### config.mk
export PLATFORM = sky130hd
export DESIGN_NAME = arp_cache_responder
export DESIGN_NICKNAME = d
export VERILOG_FILES = /design/src/rtl/core/arp_pkg.sv /design/src/rtl/core/arp_cache_responder.sv /design/src/rtl/core/arp_cache.sv
export SDC_FILE = /design/constraint.sdc
export NUM_CORES = 2
export LEC_CHECK = 0
export BUFFER_PORTS_ARGS = -buffer_cell sky130_fd_sc_hd__buf_4
export CAP_MARGIN = 25
export CORE_MARGIN = 2
export CORE_UTILIZATION = 35
export CTS_CLUSTER_SIZE = 16
export DETAILED_ROUTE_END_ITERATION = 12
export GPL_TIMING_DRIVEN = 0
export PLACE_DENSITY = 0.52
export SETUP_SLACK_MARGIN = 0.3
export SLEW_MARGIN = 40
export SYNTH_ARGS = -nofsm -noshare
export SYNTH_HDL_FRONTEND = slang
export SYNTH_HIERARCHICAL = 1
export SYNTH_SLANG_ARGS = --single-unit
### constraint.sdc
create_clock -name clk_i -period 15.7 [get_ports clk_i]
set_input_delay 0.785 -clock clk_i [delete_from_list [all_inputs] [get_ports clk_i]]
set_output_delay 0.785 -clock clk_i [all_outputs]
set_load 0.02 [all_outputs]
### src/rtl/core/arp_pkg.sv
`default_nettype none

package arp_pkg;

  // Field widths of the addresses carried on both channels.
  localparam int unsigned IP_W  = 32;
  localparam int unsigned MAC_W = 48;

  // Default number of cache entries.
  localparam int unsigned CACHE_ENTRIES_DEF = 16;

  // Result kinds on the master-side tuser.
  localparam logic [1:0] KIND_HIT     = 2'd0;
  localparam logic [1:0] KIND_REQUEST = 2'd1;
  localparam logic [1:0] KIND_REPLY   = 2'd2;

  // Configuration register indexes.
  localparam logic CFG_OWN_IP  = 1'b0;
  localparam logic CFG_OWN_MAC = 1'b1;

  // Broadcast hardware address used as the target of a request.
  localparam logic [MAC_W-1:0] BCAST_MAC = {MAC_W{1'b1}};

  // Answer of the cache to one lookup.
  typedef struct packed {
    logic             hit;
    logic [MAC_W-1:0] mac;
  } arp_lookup_t;

endpackage

`default_nettype wire

### src/rtl/core/arp_cache_responder.sv
`default_nettype none

// ARP cache and responder for one IPv4 host.
// The slave stream carries one word per lookup or received ARP packet; tuser
// says which (op) and whether a received packet is a reply. A lookup always
// yields one master word: the cached MAC on a hit, or a broadcast request on a
// miss. A received packet writes the sender into the cache and yields a reply
// word only when it is a request for this host's address; otherwise nothing.
// The configuration channel writes own_ip (index 0) and own_mac (index 1); it
// is always ready and must only be used while the block is idle.
// A word that is accepted is registered in the input register, searched by the tag
// compare there, and its result is then registered in the result register. One word
// per cycle is sustained while no stalled result blocks the input; the input register
// and the result register let a new word in while a finished result waits.
// When the receiver stalls, the result register holds; a word that produces
// a result then waits in the input register and tready drops. Words that
// produce no result still pass. Reset clears the cache, the replacement
// pointer and the valid bits of both registers, and sets own_ip and own_mac to zero.
module arp_cache_responder #(
  parameter int unsigned CACHE_ENTRIES = arp_pkg::CACHE_ENTRIES_DEF
) (
  input  wire logic                      clk_i,
  input  wire logic                      rst_ni,
  // Slave side. tdata: query_ip, rx_sender_ip, rx_sender_mac, rx_target_ip.
  input  wire logic                      s_axis_tvalid,
  output logic                           s_axis_tready,
  input  wire logic [143:0]              s_axis_tdata,
  // tuser: op, rx_is_reply.
  input  wire logic [1:0]                s_axis_tuser,
  // Master side. tdata: out_sender_ip, out_sender_mac, out_target_ip, out_target_mac.
  output logic                           m_axis_tvalid,
  input  wire logic                      m_axis_tready,
  output logic [159:0]                   m_axis_tdata,
  // tuser: out_kind.
  output logic [1:0]                     m_axis_tuser,
  // Configuration write channel.
  input  wire logic                      cfg_valid_i,
  output logic                           cfg_ready_o,
  input  wire logic                      cfg_index_i,
  input  wire logic [arp_pkg::MAC_W-1:0] cfg_data_i
);
  import arp_pkg::*;

  logic [IP_W-1:0]  own_ip_q;
  logic [MAC_W-1:0] own_mac_q;

  // Input register.
  logic             s1_valid_q, s1_valid_d;
  logic             s1_op_q;
  logic             s1_is_reply_q;
  logic [IP_W-1:0]  s1_query_ip_q;
  logic [IP_W-1:0]  s1_sender_ip_q;
  logic [MAC_W-1:0] s1_sender_mac_q;
  logic [IP_W-1:0]  s1_target_ip_q;

  // Result register.
  logic             out_valid_q, out_valid_d;
  logic [1:0]       out_kind_q, out_kind_d;
  logic [IP_W-1:0]  out_sip_q, out_tip_q, out_tip_d;
  logic [MAC_W-1:0] out_smac_q, out_tmac_q, out_tmac_d;

  logic             in_accept;
  logic             s1_emit;
  logic             s1_adv;
  logic             out_load;
  logic [IP_W-1:0]  lookup_ip;
  arp_lookup_t      lookup;

  // Configuration registers.
  assign cfg_ready_o = 1'b1;

  always_ff @(posedge clk_i or negedge rst_ni) begin
    if (!rst_ni) begin
      own_ip_q  <= '0;
      own_mac_q <= '0;
    end else if (cfg_valid_i) begin
      unique case (cfg_index_i)
        CFG_OWN_IP:  own_ip_q  <= cfg_data_i[IP_W-1:0];
        CFG_OWN_MAC: own_mac_q <= cfg_data_i;
        default:     ;
      endcase
    end
  end

  // Stage control: a word leaves the input register when it yields no result or its result has room.
  assign s1_emit = !s1_op_q || (!s1_is_reply_q && (s1_target_ip_q == own_ip_q));
  assign s1_adv  = s1_valid_q && (!s1_emit || !out_valid_q || m_axis_tready);
  assign out_load = s1_adv && s1_emit;

  assign s_axis_tready = !s1_valid_q || s1_adv;
  assign in_accept     = s_axis_tvalid && s_axis_tready;

  assign s1_valid_d  = in_accept ? 1'b1 : (s1_adv ? 1'b0 : s1_valid_q);
  assign out_valid_d = out_load ? 1'b1 : (m_axis_tready ? 1'b0 : out_valid_q);

  always_ff @(posedge clk_i or negedge rst_ni) begin
    if (!rst_ni) begin
      s1_valid_q  <= 1'b0;
      out_valid_q <= 1'b0;
    end else begin
      s1_valid_q  <= s1_valid_d;
      out_valid_q <= out_valid_d;
    end
  end

  always_ff @(posedge clk_i) begin
    if (in_accept) begin
      s1_op_q         <= s_axis_tuser[0];
      s1_is_reply_q   <= s_axis_tuser[1];
      s1_query_ip_q   <= s_axis_tdata[31:0];
      s1_sender_ip_q  <= s_axis_tdata[63:32];
      s1_sender_mac_q <= s_axis_tdata[111:64];
      s1_target_ip_q  <= s_axis_tdata[143:112];
    end
  end

  // The cache is searched with the query address or the sender address.
  assign lookup_ip = s1_op_q ? s1_sender_ip_q : s1_query_ip_q;

  arp_neighbor_table #(
    .CACHE_ENTRIES (CACHE_ENTRIES)
  ) u_cache (
    .clk_i       (clk_i),
    .rst_ni      (rst_ni),
    .lookup_ip_i (lookup_ip),
    .lookup_o    (lookup),
    .wr_en_i     (s1_adv && s1_op_q),
    .wr_mac_i    (s1_sender_mac_q)
  );

  // Result word: hit answer, broadcast request, or unicast reply.
  always_comb begin
    if (!s1_op_q) begin
      out_kind_d = lookup.hit ? KIND_HIT : KIND_REQUEST;
      out_tip_d  = s1_query_ip_q;
      out_tmac_d = lookup.hit ? lookup.mac : BCAST_MAC;
    end else begin
      out_kind_d = KIND_REPLY;
      out_tip_d  = s1_sender_ip_q;
      out_tmac_d = s1_sender_mac_q;
    end
  end

  always_ff @(posedge clk_i) begin
    if (out_load) begin
      out_kind_q <= out_kind_d;
      out_sip_q  <= own_ip_q;
      out_smac_q <= own_mac_q;
      out_tip_q  <= out_tip_d;
      out_tmac_q <= out_tmac_d;
    end
  end

  assign m_axis_tvalid = out_valid_q;
  assign m_axis_tuser  = out_kind_q;
  assign m_axis_tdata  = {out_tmac_q, out_tip_q, out_smac_q, out_sip_q};

`ifndef SYNTHESIS
  a_kind_legal: assert property (@(posedge clk_i) disable iff (!rst_ni)
    m_axis_tvalid |-> (m_axis_tuser == KIND_HIT || m_axis_tuser == KIND_REQUEST ||
                       m_axis_tuser == KIND_REPLY))
    else $error("result kind out of range");

  a_request_bcast: assert property (@(posedge clk_i) disable iff (!rst_ni)
    (m_axis_tvalid && m_axis_tuser == KIND_REQUEST) |-> (out_tmac_q == BCAST_MAC))
    else $error("request word without broadcast target");

  a_stall_only_full: assert property (@(posedge clk_i) disable iff (!rst_ni)
    !s_axis_tready |-> (s1_valid_q && out_valid_q && s1_emit && !m_axis_tready))
    else $error("input stalled without a blocked result");
`endif

endmodule

`default_nettype wire

### src/rtl/core/arp_cache.sv
`default_nettype none

module arp_neighbor_table #(
  parameter int unsigned CACHE_ENTRIES = arp_pkg::CACHE_ENTRIES_DEF
) (
  input  wire logic                       clk_i,
  input  wire logic                       rst_ni,
  input  wire logic [arp_pkg::IP_W-1:0]   lookup_ip_i,
  output arp_pkg::arp_lookup_t            lookup_o,
  input  wire logic                       wr_en_i,
  input  wire logic [arp_pkg::MAC_W-1:0]  wr_mac_i
);
  import arp_pkg::*;

  localparam int unsigned IdxW = (CACHE_ENTRIES > 1) ? $clog2(CACHE_ENTRIES) : 1;
  localparam logic [IdxW-1:0] LastIdx = IdxW'(CACHE_ENTRIES - 1);

  logic [CACHE_ENTRIES-1:0] valid_q;
  logic [CACHE_ENTRIES-1:0] valid_d;
  logic [IP_W-1:0]          ip_q  [CACHE_ENTRIES];
  logic [MAC_W-1:0]         mac_q [CACHE_ENTRIES];
  logic [IdxW-1:0]          ptr_q;
  logic [IdxW-1:0]          ptr_d;

  logic [CACHE_ENTRIES-1:0] match;
  logic [IdxW-1:0]          hit_idx;
  logic [IdxW-1:0]          free_idx;
  logic                     any_free;
  logic [IdxW-1:0]          slot;

  // Parallel tag compare; an address is held at most once, so at most one match bit is set.
  always_comb begin
    hit_idx = '0;
    for (int i = 0; i < CACHE_ENTRIES; i++) begin
      match[i] = valid_q[i] && (ip_q[i] == lookup_ip_i);
      if (match[i]) begin
        hit_idx = IdxW'(i);
      end
    end
  end

  // Lowest-numbered free entry: scan downward so the lowest one wins.
  always_comb begin
    free_idx = '0;
    for (int i = CACHE_ENTRIES - 1; i >= 0; i--) begin
      if (!valid_q[i]) begin
        free_idx = IdxW'(i);
      end
    end
  end

  assign any_free = ~&valid_q;

  assign lookup_o.hit = |match;
  assign lookup_o.mac = mac_q[hit_idx];

  // Slot choice: existing entry, else a free one, else round-robin replacement.
  always_comb begin
    ptr_d   = ptr_q;
    valid_d = valid_q;
    priority if (lookup_o.hit) begin
      slot = hit_idx;
    end else if (any_free) begin
      slot = free_idx;
    end else begin
      slot = ptr_q;
      if (wr_en_i) begin
        ptr_d = (ptr_q == LastIdx) ? '0 : ptr_q + 1'b1;
      end
    end
    if (wr_en_i) begin
      valid_d[slot] = 1'b1;
    end
  end

  // Control state of the cache.
  always_ff @(posedge clk_i or negedge rst_ni) begin
    if (!rst_ni) begin
      valid_q <= '0;
      ptr_q   <= '0;
    end else begin
      valid_q <= valid_d;
      ptr_q   <= ptr_d;
    end
  end

  // Entry storage; contents are only read through a valid match.
  always_ff @(posedge clk_i) begin
    if (wr_en_i) begin
      ip_q[slot]  <= lookup_ip_i;
      mac_q[slot] <= wr_mac_i;
    end
  end

`ifndef SYNTHESIS
  a_match_unique: assert property (@(posedge clk_i) disable iff (!rst_ni)
    $onehot0(match))
    else $error("cache holds one address in more than one entry");

  a_write_sets_valid: assert property (@(posedge clk_i) disable iff (!rst_ni)
    wr_en_i |=> valid_q[$past(slot)])
    else $error("written entry is not valid afterwards");

  a_ptr_in_range: assert property (@(posedge clk_i) disable iff (!rst_ni)
    ptr_q <= LastIdx)
    else $error("replacement pointer out of range");
`endif

endmodule

`default_nettype wire
# Yosys cells after proc, flatten, opt, wreduce, memory -nomap -nowiden
# Memory sizes are Yosys's and may differ from the RTL's.
# Index checks and enable logic that the tools add are counted.
# totals
reg_bits	410
ram_bits	1280
n_memories	2
# op_classes
n_eq_ne	18
mux	46
magnitude_cmp	2
bitwise_logic	3
n_reduce_logical	38
addsub	1
# memory_table
memory	words	word_bits	rd	rd_clocked_by_memory_dff	write_ports	line_no	source
u_cache.mac_q	16	48	1	0	1	arp_cache.sv:21	logic [MAC_W-1:0] mac_q [CACHE_ENTRIES];
u_cache.ip_q	16	32	16	0	1	arp_cache.sv:20	logic [IP_W-1:0] ip_q [CACHE_ENTRIES];
# op_table
op	n
32-bit == test	17
4-bit 2-to-1 mux	33
48-bit 2-to-1 mux	2
32-bit 2-to-1 mux	1
1-bit logical AND	22
18-bit AND reduction	1
16-bit OR	1
16-bit AND reduction	1
16-bit OR reduction	1
1-bit 2-to-1 mux	9
1-bit logical NOT	5
4-bit by 5-bit less-than comparator with 1-bit output (second input constant)	1
4-bit by 1-bit adder with 4-bit output (second input constant)	1
1-bit demux with 4-bit select	1
4-bit == test (second input constant)	1
4-bit by 1-bit greater-or-equal comparator with 1-bit output (second input constant)	1
1-bit logical OR	4
2-bit AND reduction	2
2-bit nonzero test	2
1-bit inverter	2

# Logic depth before layout (Yosys ltp)
# logic_depth
ltp_word	24
mapped_depth	21
mapped_depth_nobuf	14

# Cells and area by module
# The synthesis kept the hierarchy.
# by_module_without_submodules
module	cells_each	n_inst	area_each_um2
arp_neighbor_table	3738	1	55082.8
arp_cache_responder	735	1	13746.9

# Least setup slack after synthesis
# OpenSTA, ideal clock, no wires.
# synth_path
path_kind	input to register
startpoint	in m_axis_tready
endpoint	reg s1_is_reply_q (enable)
arrival_ns	11.766
n_path_buf	0
path_slack_ns	3.075
cell_stages	4
required_ns	14.841
cell_sequence	nor2b_1 and2_1 and4bb_1 nor3b_1
# synth_between
elab_chain_len	4
# synth_lines
element	line_no	source
from (decl)	arp_cache_responder.sv:32	input wire logic m_axis_tready,
1-bit logical OR	arp_cache_responder.sv:87	assign s1_adv = s1_valid_q && (!s1_emit || !out_valid_q || m_axis_tready);
1-bit logical AND	arp_cache_responder.sv:87	
1-bit logical OR	arp_cache_responder.sv:90	assign s_axis_tready = !s1_valid_q || s1_adv;
1-bit logical AND	arp_cache_responder.sv:91	assign in_accept = s_axis_tvalid && s_axis_tready;
named net in_accept	arp_cache_responder.sv:62	logic in_accept;
to (signal assigned)	arp_cache_responder.sv:109	s1_is_reply_q <= s_axis_tuser[1];
to (decl)	arp_cache_responder.sv:50	logic s1_is_reply_q;
# The timed path passes the listed nets, and every way through them passes these cells.
# A chain may end at the register's enable or synchronous reset.

# Worst setup path after layout
# layout_path
startpoint	reg s1_op_q
endpoint	mem u_cache.mac_q[0][37] (enable)
# layout_between
elab_chain_len	19
word_cells_on_any_way	59
cone_classes	eq/ne (16); mux (19); reduce/logical (24)
# layout_lines
element	line_no	source
from (decl)	arp_cache_responder.sv:49	logic s1_op_q;
from (signal assigned)	arp_cache_responder.sv:108	s1_op_q <= s_axis_tuser[0];
32-bit 2-to-1 mux *	arp_cache_responder.sv:118	assign lookup_ip = s1_op_q ? s1_sender_ip_q : s1_query_ip_q;
named net lookup_ip[19]	arp_cache_responder.sv:66	logic [IP_W-1:0] lookup_ip;
32-bit == test	arp_cache.sv:35	match[i] = valid_q[i] && (ip_q[i] == lookup_ip_i);
1-bit logical AND	arp_cache.sv:35	
1-bit 2-to-1 mux	arp_cache.sv:36	if (match[i]) begin
4-bit 2-to-1 mux (14 in a row)	arp_cache.sv:36	
4-bit 2-to-1 mux *	arp_cache.sv:61	priority if (lookup_o.hit) begin
to (decl)	arp_cache.sv:21	
# The timed path passes the listed nets; every way through them passes the cells marked *.

==> impl_metrics.toml <==
[clock_network]
clkTransAtPathRegs_ns = 0.06
clock_path_buffers = 3
cts_buffers = 185
cts_tree = "done"
htree_levels = 4
clk_root_buffer_cell = "clkbuf_16"
clk_latency_ns = 0.87
cts_setup_buffers = 0
clock_sinks = 1690
ctsResizeCount = 0
hold_buffers = 1

[detailed_routing]
ant_nets = 0
post-route-drc-count = 0
routed_via_density = 5.45
drt_iter0_markers = 5162
drt-pass1-iter-count = 6
wirelength_um = 231000
vias = 43300
wire_per_inst_um = 29.1

[global_routing]
first_global_vias = 42400
antenna_found_initial = 26
grt-ovfl-total = 0
grt_pass1_wl_um = 323000
grt_max_degree = 63
grt.total_usage = 0.229

[worst_hold_path]
whs_endpoint = "s1_sender_mac_q[16]$_DFFE_PP_"
min_delay_path_depth = 1
hold_start = "s_axis_tdata[80]"
hold_path_class = "primary input to register"

[logic_synthesis]
avgSynthCellArea_um2 = 15.4
synth_cells = 4473
synth-warning-count = 6
async_reset_ff_frac = 0.0604
synth-edff-count = 1588
ys_ff_latch = 1690
synth_nets = 4674
yosysSeqAreaShare = 0.730
ys_dominant_reg_cell = "edfxtp_1"
mappedNetlistArea_um2 = 68800
synth.distinct_cells = 82

[layout]
drive_gt1_frac = 0.205
mostFrequentLayoutCell = "edfxtp_1"
layout_common_cells = "edfxtp_1 (1,588), buf_4 (403), xor2_1 (395), o21ai_0 (256), nand2_1 (252)"
nNetsFinal = 5352
area_growth_pct = 20.8
design_area_um2 = 83200

[critical_path]
worstPathMaxFanout = 18
path_buf_inv = 9
reg2reg_from = "s1_op_q$_DFFE_PP_"
path_class = "register to register"
r2r_cells = 20
cp-start-kind = "register"
r2r-end = "u_cache/mac_q[0][37]$_DFFE_PP_"
required_ns = 16.24
cpPeakStageDelay_ns = 0.85
r2r_slack_ns = 7.03
cp.arrival_ns = 9.21
critPathTopFamily = "buffers and inverters"
end_kind = "register"
crit_chain = "buf_2 -> buf_2 -> mux2_2 -> buf_2 -> buf_4 -> xor2_1 -> nor4_1 -> nand4_1 -> nor4_2 -> a211oi_2 -> o311ai_4 -> nand2_1 -> buf_2 -> buf_4 -> nor3_1 -> a21oi_2 -> nor2_4 -> buf_8 -> buf_16 -> buf_8"
cp_common_cell = "buf_2"
slowest_stage = "o311ai_4"

[timing]
slew_headroom = 0.383
fin_tns_setup_ns = 0
final_max_slew_viol_count = 0
rsz0062_at_grt = "no"
final-setup-viol-count = 0
post-route-period-util = 0.552
clock.fmax_mhz = 115
hold_viol = 0
worstMarginPinSlew_ns = 0.925
worst_clock_skew_ns = 0.0651
period_minus_slack_ns = 8.67

[die]
rows = 162
die_h_um = 447
core_area_um2 = 195000
fp.dieArea_um2 = 200000
die_x_um = 447
initial_core_util = 0.353
io_pins = 365

[job]
max_cap_violations = 0

[place]
io_buffers = 363
place.gp.congestion = 0.860
dp_hpwl_um = 153000
placed_area_um2 = 77400

[power_and_ir_drop]
ir_drop_uv = 97.4
p_per_area_nw_per_um2 = 131
power_uw = 10900
p_leak_uw = 0.0282

[run_status]
outcome = "complete, no violations"
metrics by stage:
step,util,instances,hold WS (ns),setup WS (ns)
floorplan,-,4473,0.419,3.07
global placement,0.383,7460,0.425,-6.19
detailed placement,0.397,7585,0.427,7.05
CTS,0.426,7925,0.0229,7.02
global route,0.426,7928,0.0609,6.86
finish,0.426,7936,0.109,7.03
Yosys cell counts, drive strengths merged (47+ instances only):
master,instances,area [um^2]
edfxtp,1588,47700
xor2,395,3460
o21ai,300,1500
nand2,252,946
nor4,173,1110
mux2,161,1810
a21oi,149,764
xnor2,147,1290
nor2,142,533
buf,140,896
clkbuf,109,412
or4,108,811
dfrtp,102,2550
nand4,81,507
nor3,75,375
inv,64,240
o211ai,53,398
a211oi,52,395
mux2i,49,490
nand4bb,48,541
o22ai,47,294
o2bb2ai,47,412
report_power, final:
group	switching (uW)	internal, uW
combinational	816	435
clock	1840	2300
sequential	176	5350
total	2830	8090
worst max path at each step:
stage,startpoint,end,slack (ns),cells past startpoint
after floorplan,m_axis_tready,s1_is_reply_q$_DFFE_PP_,3.07,4
after global placement,m_axis_tready,s1_query_ip_q[16]$_DFFE_PP_,-6.19,5
after detailed placement,s1_op_q$_DFFE_PP_,u_cache/mac_q[0][35]$_DFFE_PP_,7.05,20
after CTS,s1_op_q$_DFFE_PP_,u_cache/mac_q[0][37]$_DFFE_PP_,7.02,20
after global routing,s1_op_q$_DFFE_PP_,u_cache/mac_q[0][37]$_DFFE_PP_,6.86,20
final,s1_op_q$_DFFE_PP_,u_cache/mac_q[0][37]$_DFFE_PP_,7.03,20
routing by layer:
layer  up-vias  wire (um)  share of wire  GRT usage
met2      2137     105000           0.46      0.354
met4        14       6990          0.030     0.0739
met3       356      22500          0.097     0.0567
met1     22200      96500           0.42      0.315
li1      18600          -              -          -
met5         -        103        0.00045          0
flip-flops by register name, indices dropped and copies added (netlist names):
name / cells
own_ip_q: 32
s1_sender_ip_q: 32
s1_is_reply_q: 1
own_mac_q: 48
u_cache/valid_q: 16
s1_op_q: 1
u_cache/ip_q: 512
out_smac_q: 48
s1_query_ip_q: 32
out_tip_q: 32
u_cache/ptr_q: 4
out_tmac_q: 48
m_axis_tuser: 2
out_sip_q: 32
u_cache/mac_q: 768
s1_sender_mac_q: 48
m_axis_tvalid: 1
s1_valid_q: 1
s1_target_ip_q: 32
cell type report:
type,instances,area [um^2]
antenna,9,22.5
buffer,249,1320
clock buffer,260,4960
clock inverter,79,728
fill,17600,112000
inverter,64,240
multi-input combinational,2470,17300
sequential,1690,50200
tap,2624,3280
timing repair buffer,491,5070
cells by family (layout without fill, tap and decap cells):
logic type / Yosys count / in the layout / synth area share
compound gates: 693 / 693 / 0.0606
xor+xnor: 542 / 542 / 0.0690
fa+ha+maj: 1 / 1 / 0.000182
buf+inv: 313 / 1143 / 0.0225
flops: 1690 / 1690 / 0.730
mux: 210 / 210 / 0.0335
other cells: 1 / 10 / 0.0000545
simple gates: 1023 / 1023 / 0.0843
(Power assumes the default switching activity.)
